--- src/design/mlr_pkg.sv ---
package mlr_pkg;

  // Command codes carried on the opcode field
  localparam logic OP_LOAD = 1'b0;
  localparam logic OP_NEXT = 1'b1;

  // Octant class of a loaded line
  typedef enum logic [1:0] {
    SLOPE_STEEP_UP     = 2'd0,
    SLOPE_SHALLOW_UP   = 2'd1,
    SLOPE_SHALLOW_DOWN = 2'd2,
    SLOPE_STEEP_DOWN   = 2'd3
  } slope_t;

  // Control part of a classified word on its way to the stepper
  typedef struct packed {
    logic   is_load;
    slope_t slope;
  } cmd_ctrl_t;

  // Extra bits the decision term needs over a coordinate
  localparam int unsigned DEC_EXTRA = 3;

endpackage

--- src/design/mlr_front.sv ---
module mlr_front #(
  parameter int unsigned COORD_BITS = 12
) (
  input  logic                                          opcode,
  input  logic [COORD_BITS-1:0]                         x_start,
  input  logic [COORD_BITS-1:0]                         y_start,
  input  logic [COORD_BITS-1:0]                         x_end,
  input  logic [COORD_BITS-1:0]                         y_end,
  output mlr_pkg::cmd_ctrl_t                            ctrl,
  output logic [COORD_BITS-1:0]                         first_x,
  output logic [COORD_BITS-1:0]                         first_y,
  output logic [COORD_BITS-1:0]                         steps,
  output logic signed [COORD_BITS+mlr_pkg::DEC_EXTRA-1:0] decision,
  output logic signed [COORD_BITS+mlr_pkg::DEC_EXTRA-1:0] inc_a,
  output logic signed [COORD_BITS+mlr_pkg::DEC_EXTRA-1:0] inc_b
);

  localparam int unsigned CW = COORD_BITS;
  localparam int unsigned DW = COORD_BITS + mlr_pkg::DEC_EXTRA;

  logic signed [CW:0]   dx;
  logic signed [CW:0]   dy;
  logic [CW-1:0]        adx;
  logic [CW-1:0]        ady;
  logic                 opposite;
  logic                 steep;
  logic                 swap;
  logic [CW-1:0]        dmaj;
  logic [CW-1:0]        dmin;
  logic signed [DW-1:0] maj_ext;
  logic signed [DW-1:0] min2_ext;
  mlr_pkg::slope_t      slope;

  // Signed deltas and their magnitudes
  assign dx  = signed'({1'b0, x_end}) - signed'({1'b0, x_start});
  assign dy  = signed'({1'b0, y_end}) - signed'({1'b0, y_start});
  assign adx = dx[CW] ? CW'(-dx) : dx[CW-1:0];
  assign ady = dy[CW] ? CW'(-dy) : dy[CW-1:0];

  assign opposite = (dx[CW] && !dy[CW] && (dy != '0)) ||
                    (dy[CW] && !dx[CW] && (dx != '0));
  assign steep    = ady > adx;

  // Pick the octant and which endpoint starts the walk
  always_comb begin
    if (steep) begin
      dmaj = ady;
      dmin = adx;
      if (!opposite) begin
        slope = mlr_pkg::SLOPE_STEEP_UP;
        swap  = y_start > y_end;
      end else begin
        slope = mlr_pkg::SLOPE_STEEP_DOWN;
        swap  = y_start < y_end;
      end
    end else begin
      dmaj  = adx;
      dmin  = ady;
      slope = opposite ? mlr_pkg::SLOPE_SHALLOW_DOWN : mlr_pkg::SLOPE_SHALLOW_UP;
      swap  = x_start > x_end;
    end
  end

  assign first_x = swap ? x_end : x_start;
  assign first_y = swap ? y_end : y_start;
  assign steps   = dmaj;

  // Decision term 2*dmin - dmaj, sign set by the octant, and its step increments
  assign maj_ext  = signed'({{(DW-CW){1'b0}}, dmaj});
  assign min2_ext = signed'({{(DW-CW-1){1'b0}}, dmin, 1'b0});
  assign inc_a    = min2_ext;
  assign inc_b    = (maj_ext - signed'({{(DW-CW){1'b0}}, dmin})) <<< 1;

  always_comb begin
    if (slope == mlr_pkg::SLOPE_STEEP_UP || slope == mlr_pkg::SLOPE_SHALLOW_DOWN) begin
      decision = min2_ext - maj_ext;
    end else begin
      decision = maj_ext - min2_ext;
    end
  end

  assign ctrl.is_load = (opcode == mlr_pkg::OP_LOAD);
  assign ctrl.slope   = slope;

endmodule

--- src/design/mlr_queue.sv ---
module mlr_queue #(
  parameter int unsigned DATA_BITS = 8
) (
  input  logic                     clk,
  input  logic                     rst,
  input  logic                     push,
  input  mlr_pkg::cmd_ctrl_t       push_ctrl,
  input  logic [DATA_BITS-1:0]     push_data,
  output logic                     full,
  output logic                     head_valid,
  output mlr_pkg::cmd_ctrl_t       head_ctrl,
  output logic [DATA_BITS-1:0]     head_data,
  input  logic                     pop
);

  localparam int unsigned DEPTH  = 4;
  localparam int unsigned PTR_W  = $clog2(DEPTH);
  localparam int unsigned CNT_W  = PTR_W + 1;

  mlr_pkg::cmd_ctrl_t   ctrl_mem [DEPTH];
  logic [DATA_BITS-1:0] data_mem [DEPTH];
  logic [PTR_W-1:0]     wr_ptr;
  logic [PTR_W-1:0]     rd_ptr;
  logic [CNT_W-1:0]     count;
  logic                 do_push;
  logic                 do_pop;

  assign full       = (count == CNT_W'(DEPTH));
  assign head_valid = (count != '0);
  assign do_push    = push && !full;
  assign do_pop     = pop && head_valid;
  assign head_ctrl  = ctrl_mem[rd_ptr];
  assign head_data  = data_mem[rd_ptr];

  // Store incoming words
  always_ff @(posedge clk) begin
    if (do_push) begin
      ctrl_mem[wr_ptr] <= push_ctrl;
      data_mem[wr_ptr] <= push_data;
    end
  end

  // Advance pointers and occupancy
  always_ff @(posedge clk) begin
    if (rst) begin
      wr_ptr <= '0;
      rd_ptr <= '0;
      count  <= '0;
    end else begin
      if (do_push) wr_ptr <= wr_ptr + PTR_W'(1);
      if (do_pop)  rd_ptr <= rd_ptr + PTR_W'(1);
      if (do_push && !do_pop) begin
        count <= count + CNT_W'(1);
      end else if (do_pop && !do_push) begin
        count <= count - CNT_W'(1);
      end
    end
  end

endmodule

--- src/design/mlr_back.sv ---
module mlr_back #(
  parameter int unsigned COORD_BITS = 12
) (
  input  logic                                          clk,
  input  logic                                          rst,
  input  logic                                          head_valid,
  input  mlr_pkg::cmd_ctrl_t                            head_ctrl,
  input  logic [COORD_BITS-1:0]                         first_x,
  input  logic [COORD_BITS-1:0]                         first_y,
  input  logic [COORD_BITS-1:0]                         steps,
  input  logic signed [COORD_BITS+mlr_pkg::DEC_EXTRA-1:0] decision_init,
  input  logic signed [COORD_BITS+mlr_pkg::DEC_EXTRA-1:0] inc_a_in,
  input  logic signed [COORD_BITS+mlr_pkg::DEC_EXTRA-1:0] inc_b_in,
  output logic                                          pop,
  output logic                                          pix_valid,
  input  logic                                          pix_stall,
  output logic [COORD_BITS-1:0]                         pixel_x,
  output logic [COORD_BITS-1:0]                         pixel_y,
  output logic                                          last
);

  localparam int unsigned CW = COORD_BITS;
  localparam int unsigned DW = COORD_BITS + mlr_pkg::DEC_EXTRA;

  logic [CW-1:0]        cur_x;
  logic [CW-1:0]        cur_y;
  logic [CW-1:0]        steps_left;
  logic signed [DW-1:0] decision;
  logic signed [DW-1:0] inc_a;
  logic signed [DW-1:0] inc_b;
  mlr_pkg::slope_t      slope_case;
  logic                 active;

  logic [CW-1:0]        cur_x_next;
  logic [CW-1:0]        cur_y_next;
  logic signed [DW-1:0] decision_next;
  logic                 out_free;
  logic                 do_load;
  logic                 emit;
  logic                 dec_neg;
  logic                 dec_zero;

  assign out_free = !pix_valid || !pix_stall;
  assign pop      = head_valid && (head_ctrl.is_load || !active || out_free);
  assign do_load  = head_valid && head_ctrl.is_load;
  assign emit     = head_valid && !head_ctrl.is_load && active && out_free;
  assign dec_neg  = decision[DW-1];
  assign dec_zero = (decision == '0);

  // One midpoint step in the current octant
  always_comb begin
    cur_x_next    = cur_x;
    cur_y_next    = cur_y;
    decision_next = decision;
    case (slope_case)
      mlr_pkg::SLOPE_STEEP_UP: begin
        cur_y_next = cur_y + CW'(1);
        if (!dec_neg) begin
          cur_x_next    = cur_x + CW'(1);
          decision_next = decision - inc_b;
        end else begin
          decision_next = decision + inc_a;
        end
      end
      mlr_pkg::SLOPE_SHALLOW_UP: begin
        cur_x_next = cur_x + CW'(1);
        if (dec_neg) begin
          cur_y_next    = cur_y + CW'(1);
          decision_next = decision + inc_b;
        end else begin
          decision_next = decision - inc_a;
        end
      end
      mlr_pkg::SLOPE_SHALLOW_DOWN: begin
        cur_x_next = cur_x + CW'(1);
        if (!dec_neg && !dec_zero) begin
          cur_y_next    = cur_y - CW'(1);
          decision_next = decision - inc_b;
        end else begin
          decision_next = decision + inc_a;
        end
      end
      mlr_pkg::SLOPE_STEEP_DOWN: begin
        cur_y_next = cur_y - CW'(1);
        if (dec_neg) begin
          cur_x_next    = cur_x + CW'(1);
          decision_next = decision + inc_b;
        end else begin
          decision_next = decision - inc_a;
        end
      end
      default: begin
        cur_x_next = cur_x;
      end
    endcase
  end

  // Line state: load a new line or walk one pixel
  always_ff @(posedge clk) begin
    if (do_load) begin
      cur_x      <= first_x;
      cur_y      <= first_y;
      steps_left <= steps;
      decision   <= decision_init;
      inc_a      <= inc_a_in;
      inc_b      <= inc_b_in;
      slope_case <= head_ctrl.slope;
    end else if (emit) begin
      cur_x      <= cur_x_next;
      cur_y      <= cur_y_next;
      steps_left <= steps_left - CW'(1);
      decision   <= decision_next;
    end
  end

  always_ff @(posedge clk) begin
    if (rst) begin
      active <= 1'b0;
    end else if (do_load) begin
      active <= (steps != '0);
    end else if (emit) begin
      active <= (steps_left != CW'(1));
    end
  end

  // Output register: hold while stalled
  always_ff @(posedge clk) begin
    if (rst) begin
      pix_valid <= 1'b0;
    end else if (emit) begin
      pix_valid <= 1'b1;
    end else if (!pix_stall) begin
      pix_valid <= 1'b0;
    end
  end

  always_ff @(posedge clk) begin
    if (emit) begin
      pixel_x <= cur_x;
      pixel_y <= cur_y;
      last    <= (steps_left == CW'(1));
    end
  end

endmodule

--- src/design/midpoint_line_rasterizer.sv ---
// Midpoint line rasterizer. A load word (opcode 0) sets up a line between two
// endpoints and emits nothing; each next word (opcode 1) emits one pixel, with
// last set on the final one. The endpoint at which the walk stops is never
// drawn, a line with equal endpoints has no pixels, and a next word with no
// line active is dropped. A load replaces any line still in progress. Words
// are classified in the front end, pass a four-entry queue and are carried
// out by the stepper, which retires one word per clock unless a next word
// waits on a stalled output: a pixel comes out every cycle while the output
// is not stalled, and each word is written into the queue and its pixel
// goes into the output register once the word reaches the head. The input
// stalls only when the queue is full.
module midpoint_line_rasterizer #(
  parameter int unsigned COORD_BITS = 12
) (
  input  logic                  clk,
  input  logic                  rst,
  input  logic                  cmd_valid,
  output logic                  cmd_stall,
  input  logic                  opcode,
  input  logic [COORD_BITS-1:0] x_start,
  input  logic [COORD_BITS-1:0] y_start,
  input  logic [COORD_BITS-1:0] x_end,
  input  logic [COORD_BITS-1:0] y_end,
  output logic                  pix_valid,
  input  logic                  pix_stall,
  output logic [COORD_BITS-1:0] pixel_x,
  output logic [COORD_BITS-1:0] pixel_y,
  output logic                  last
);

  localparam int unsigned CW     = COORD_BITS;
  localparam int unsigned DW     = COORD_BITS + mlr_pkg::DEC_EXTRA;
  localparam int unsigned DATA_W = 3 * CW + 3 * DW;

  mlr_pkg::cmd_ctrl_t   f_ctrl;
  logic [CW-1:0]        f_x;
  logic [CW-1:0]        f_y;
  logic [CW-1:0]        f_steps;
  logic signed [DW-1:0] f_dec;
  logic signed [DW-1:0] f_inc_a;
  logic signed [DW-1:0] f_inc_b;
  logic [DATA_W-1:0]    f_data;

  logic                 q_full;
  logic                 q_valid;
  mlr_pkg::cmd_ctrl_t   q_ctrl;
  logic [DATA_W-1:0]    q_data;
  logic                 q_pop;

  mlr_front #(
    .COORD_BITS(COORD_BITS)
  ) u_front (
    .opcode  (opcode),
    .x_start (x_start),
    .y_start (y_start),
    .x_end   (x_end),
    .y_end   (y_end),
    .ctrl    (f_ctrl),
    .first_x (f_x),
    .first_y (f_y),
    .steps   (f_steps),
    .decision(f_dec),
    .inc_a   (f_inc_a),
    .inc_b   (f_inc_b)
  );

  // Pack the classified word for the queue
  assign f_data = {f_x, f_y, f_steps, f_dec, f_inc_a, f_inc_b};

  mlr_queue #(
    .DATA_BITS(DATA_W)
  ) u_queue (
    .clk       (clk),
    .rst       (rst),
    .push      (cmd_valid),
    .push_ctrl (f_ctrl),
    .push_data (f_data),
    .full      (q_full),
    .head_valid(q_valid),
    .head_ctrl (q_ctrl),
    .head_data (q_data),
    .pop       (q_pop)
  );

  assign cmd_stall = q_full;

  mlr_back #(
    .COORD_BITS(COORD_BITS)
  ) u_back (
    .clk          (clk),
    .rst          (rst),
    .head_valid   (q_valid),
    .head_ctrl    (q_ctrl),
    .first_x      (q_data[DATA_W-1 -: CW]),
    .first_y      (q_data[DATA_W-CW-1 -: CW]),
    .steps        (q_data[DATA_W-2*CW-1 -: CW]),
    .decision_init(signed'(q_data[3*DW-1 -: DW])),
    .inc_a_in     (signed'(q_data[2*DW-1 -: DW])),
    .inc_b_in     (signed'(q_data[DW-1:0])),
    .pop          (q_pop),
    .pix_valid    (pix_valid),
    .pix_stall    (pix_stall),
    .pixel_x      (pixel_x),
    .pixel_y      (pixel_y),
    .last         (last)
  );

endmodule
--- config.mk ---
export PLATFORM = sky130hd
export DESIGN_NAME = midpoint_line_rasterizer
export DESIGN_NICKNAME = d
export VERILOG_FILES = /design/src/design/mlr_pkg.sv /design/src/design/mlr_front.sv /design/src/design/mlr_queue.sv /design/src/design/mlr_back.sv /design/src/design/midpoint_line_rasterizer.sv
export SDC_FILE = /design/constraint.sdc
export NUM_CORES = 1
export LEC_CHECK = 0
export ABC_AREA = 1
export BUFFER_PORTS_ARGS = -buffer_cell sky130_fd_sc_hd__clkbuf_2
export CORE_ASPECT_RATIO = 1.4
export CORE_MARGIN = 2
export CORE_UTILIZATION = 41
export CTS_CLUSTER_SIZE = 24
export DETAILED_ROUTE_END_ITERATION = 8
export GPL_TIMING_DRIVEN = 0
export PLACE_DENSITY_LB_ADDON = 0.12
export SKIP_CTS_REPAIR_TIMING = 1
export SLEW_MARGIN = 20
export SYNTH_ARGS = -nofsm -noshare
export SYNTH_HDL_FRONTEND = slang
export SYNTH_SLANG_ARGS = --single-unit
--- constraint.sdc ---
create_clock -name clk -period 5.6 [get_ports clk]
set_input_delay 0 -clock clk [delete_from_list [all_inputs] [get_ports clk]]
set_output_delay 0 -clock clk [all_outputs]
set_load 0.1 [all_outputs]
==> impl_metrics.tcl <==
set metrics [dict create \
    die_x_um 205 \
    relSlewSlack_pct 33.4 \
    track_usage_pct 23.6 \
    worstHoldStart "x_end[8]" \
    rsz0062_at_grt "true" \
    start_util_pct 41.4 \
    design.final.nets 2837 \
    globalRoute.busiestLayer "met2" \
    n_antenna_cell 0 \
    synthArstFlopShare_pct 0 \
    status "finished with violations" \
    dr_total_vias 18140 \
    detailed_place_hpwl_um 53200 \
    number_of_cells_produced_by_synthesis 2489 \
    drc 0 \
    period_share_pct 93.2 \
    hold-path-endpoint "u_queue.data_mem[0][73]$_DFFE_PP_" \
    r2r_slack_ns 1.21 \
    grt_pass1_wl_um 104000 \
    drt-initial-drc-count 1454 \
    ys_seq_elements 422 \
    critPathMaxFanout 10 \
    setup_viol 0 \
    cts_made_buffers 41 \
    gr-usage-met2_pct 42.5 \
    timing_hold_violations_final 23 \
    reg_to_reg_start "u_back.decision[14]$_DFFE_PP_" \
    route.detailed.wl_per_inst_um 20.2 \
    max_slew_violation_count 0 \
    yosysWarnings 0 \
    fmax_mhz 192 \
    net_count_after_synthesis 2660 \
    leading_cell_type_in_the_layout_fill_and_taps_excluded "sky130_fd_sc_hd__nand2_1" \
    use_met3_pct 2.48 \
    via_count_of_the_first_global_routing_pass 17678 \
    clock_insertion_delay_worst_skew_ns 0.56 \
    totalWireLength_um 69300 \
    antenna_found_initial 0 \
    cts.sink_count 422 \
    fin_worst_skew_ns 0.0356 \
    critical_path.max_stage_delay_ns 0.43 \
    use_met1_pct 28.8 \
    worstPathRequired_ns 5.87 \
    timing.critical_path.slowest_stage_cell "sky130_fd_sc_hd__ha_1" \
    drv.max_cap_violation_count 0 \
    critical_path.startpoint_type "primary input" \
    post_synth_design_cell_area_um2 23200 \
    synth-edff-count 411 \
    grt-ovfl-total 0 \
    postRouteAntennaNets 0 \
    syn2layout_area_growth_pct 15.4 \
    die-height_um 286 \
    die_area_um2 58700 \
    root_buffer "sky130_fd_sc_hd__clkbuf_16" \
    cts_tree "done" \
    failed_checks "negative hold slack" \
    post_drt_via_cell_ratio 5.29 \
    grt_start_max_net_pins 30 \
    path_common_cell "sky130_fd_sc_hd__nand2_1" \
    layout_min_cycle_time_ns 5.22 \
    drt-pass1-iter-count 5 \
    most_frequent_cells_in_the_layout "464 x sky130_fd_sc_hd__nand2_1, 411 x sky130_fd_sc_hd__edfxtp_1, 291 x sky130_fd_sc_hd__nor2_1, 274 x sky130_fd_sc_hd__inv_1, 233 x sky130_fd_sc_hd__o21ai_0" \
    fin_worst_hold_slack_ns -0.0327 \
    regToRegEndpoint "u_back.decision[13]$_DFFE_PP_" \
    hold_class "in -> reg" \
    synth-main-ff-cell "sky130_fd_sc_hd__edfxtp_1" \
    cts_max_level 2 \
    min_delay_path_depth 3 \
    yosysUniqueCellTypes 54 \
    place_congestion 0.898 \
    synthesis.area_per_instance_um2 9.34 \
    layout-drive-gt1-share_pct 9.90 \
    criticalPathCategory "in -> reg" \
    worst_r2r_path_depth 21 \
    core_um2 56200 \
    crit_arrival_ns 5.49 \
    placed_instances 3320 \
    max-clock-path-buffers 3 \
    worst_setup_path_end_kind "register" \
    top_level_ports 80 \
    fp-row-count 103 \
    fin_cells 3431 \
    io_buffers 79 \
    ys_seq_area_share_pct 54.0 \
    worst_slew_pin_slew_ns 0.998 \
    clk_pin_slew_worst_paths_ns 0.06 \
]
## layer usage
metal,part of all wire [%],vias up
met2,51,436
met1,41,8690
met5,0,-
li1,-,8898
met3,4.6,116
met4,4.0,0
## worst max path at each step
stage	start	depth (start not counted)	to	slack (ns)
after floorplan	u_queue.count[0]$_SDFFE_PP0P_	4	u_queue.ctrl_mem[0][0]$_DFFE_PP_	0.61
after global placement	u_queue.count[0]$_SDFFE_PP0P_	4	u_queue.data_mem[0][22]$_DFFE_PP_	-2.01
after detailed placement	x_end[0]	33	u_queue.data_mem[3][32]$_DFFE_PP_	-0.59
after CTS	x_end[0]	33	u_queue.data_mem[0][38]$_DFFE_PP_	-0.04
after global routing	y_end[0]	36	u_queue.data_mem[2][37]$_DFFE_PP_	-0.007
final	x_end[0]	35	u_queue.data_mem[3][40]$_DFFE_PP_	0.38
## flip-flops by register name (all words and copies together), names as in the netlist, named ones only
signal	cells
u_back.active	1
u_back.cur_x	12
u_back.cur_y	12
u_back.decision	15
u_back.inc_a	12
u_back.inc_b	13
u_back.last	1
u_back.pix_valid	1
u_back.pixel_x	12
u_back.pixel_y	12
u_back.slope_case	2
u_back.steps_left	12
u_queue.count	3
u_queue.ctrl_mem	12
u_queue.data_mem	296
u_queue.rd_ptr	2
u_queue.wr_ptr	2
## synthesized netlist by cell type (all sizes together), types with 8 or more instances
| cell type | instances | area, µm² |
|---|---|---|
| a31oi | 14 | 87.6 |
| nand2 | 491 | 1910 |
| xor2 | 50 | 438 |
| o31ai | 9 | 67.6 |
| clkbuf | 62 | 233 |
| nand4 | 19 | 119 |
| a21oi | 134 | 682 |
| o22ai | 65 | 407 |
| ha | 110 | 1380 |
| buf | 22 | 154 |
| nand3 | 119 | 628 |
| nor3 | 24 | 120 |
| xnor2 | 25 | 226 |
| o21bai | 13 | 105 |
| a32o | 12 | 120 |
| edfxtp | 411 | 12300 |
| o21ai | 255 | 1290 |
| inv | 291 | 1090 |
| dfxtp | 11 | 220 |
| nor2 | 302 | 1160 |
| fa | 8 | 160 |
## per-stage QoR
stage	instance area, µm²	hold WS, ns	util, %	setup TNS (ns)	setup WS, ns
3_3_place_gp	24600	0.172	43.7	-610.86	-2.01
2_1_floorplan	23200	0.0691	-	0	0.606
6_report	26800	-0.0327	47.8	0	0.381
3_5_place_dp	25000	0.185	44.5	-30.74	-0.592
5_1_grt	26800	0.00113	47.8	-0.0133	-0.00651
4_1_cts	26300	-0.414	46.8	-0.245	-0.0383
## layout make-up
| class | instances | area, µm² |
|---|---|---|
| clock buffer | 48 | 1050 |
| tap | 735 | 920 |
| fill | 5382 | 29400 |
| clock inverter | 25 | 236 |
| sequential | 422 | 12600 |
| multi-input combinational | 1692 | 9390 |
| inverter | 291 | 1100 |
| timing repair buffer | 134 | 1180 |
| buffer | 84 | 388 |
## critical path: cells and delay by family
| family | cells | cell delay, ns |
|---|---|---|
| AOI/OAI and AO/OA | 4 | 0.71 |
| buffers and inverters | 10 | 0.99 |
| adders and majority gates | 5 | 1.65 |
| and+or+nand+nor | 15 | 1.82 |
| xor gates and xnor gates | 1 | 0.31 |
## cell families after synthesis
group                      share of synthesized area, %
and+or+nand+nor                                    17.4
AOI/OAI and AO/OA                                  12.7
DFF                                                54.0
buffers and inverters                              6.36
adders and majority gates                          6.61
xor gates and xnor gates                           2.86
Power is not shown: default switching activity piles up to over one toggle a cycle in this logic, so the estimate is an artifact.
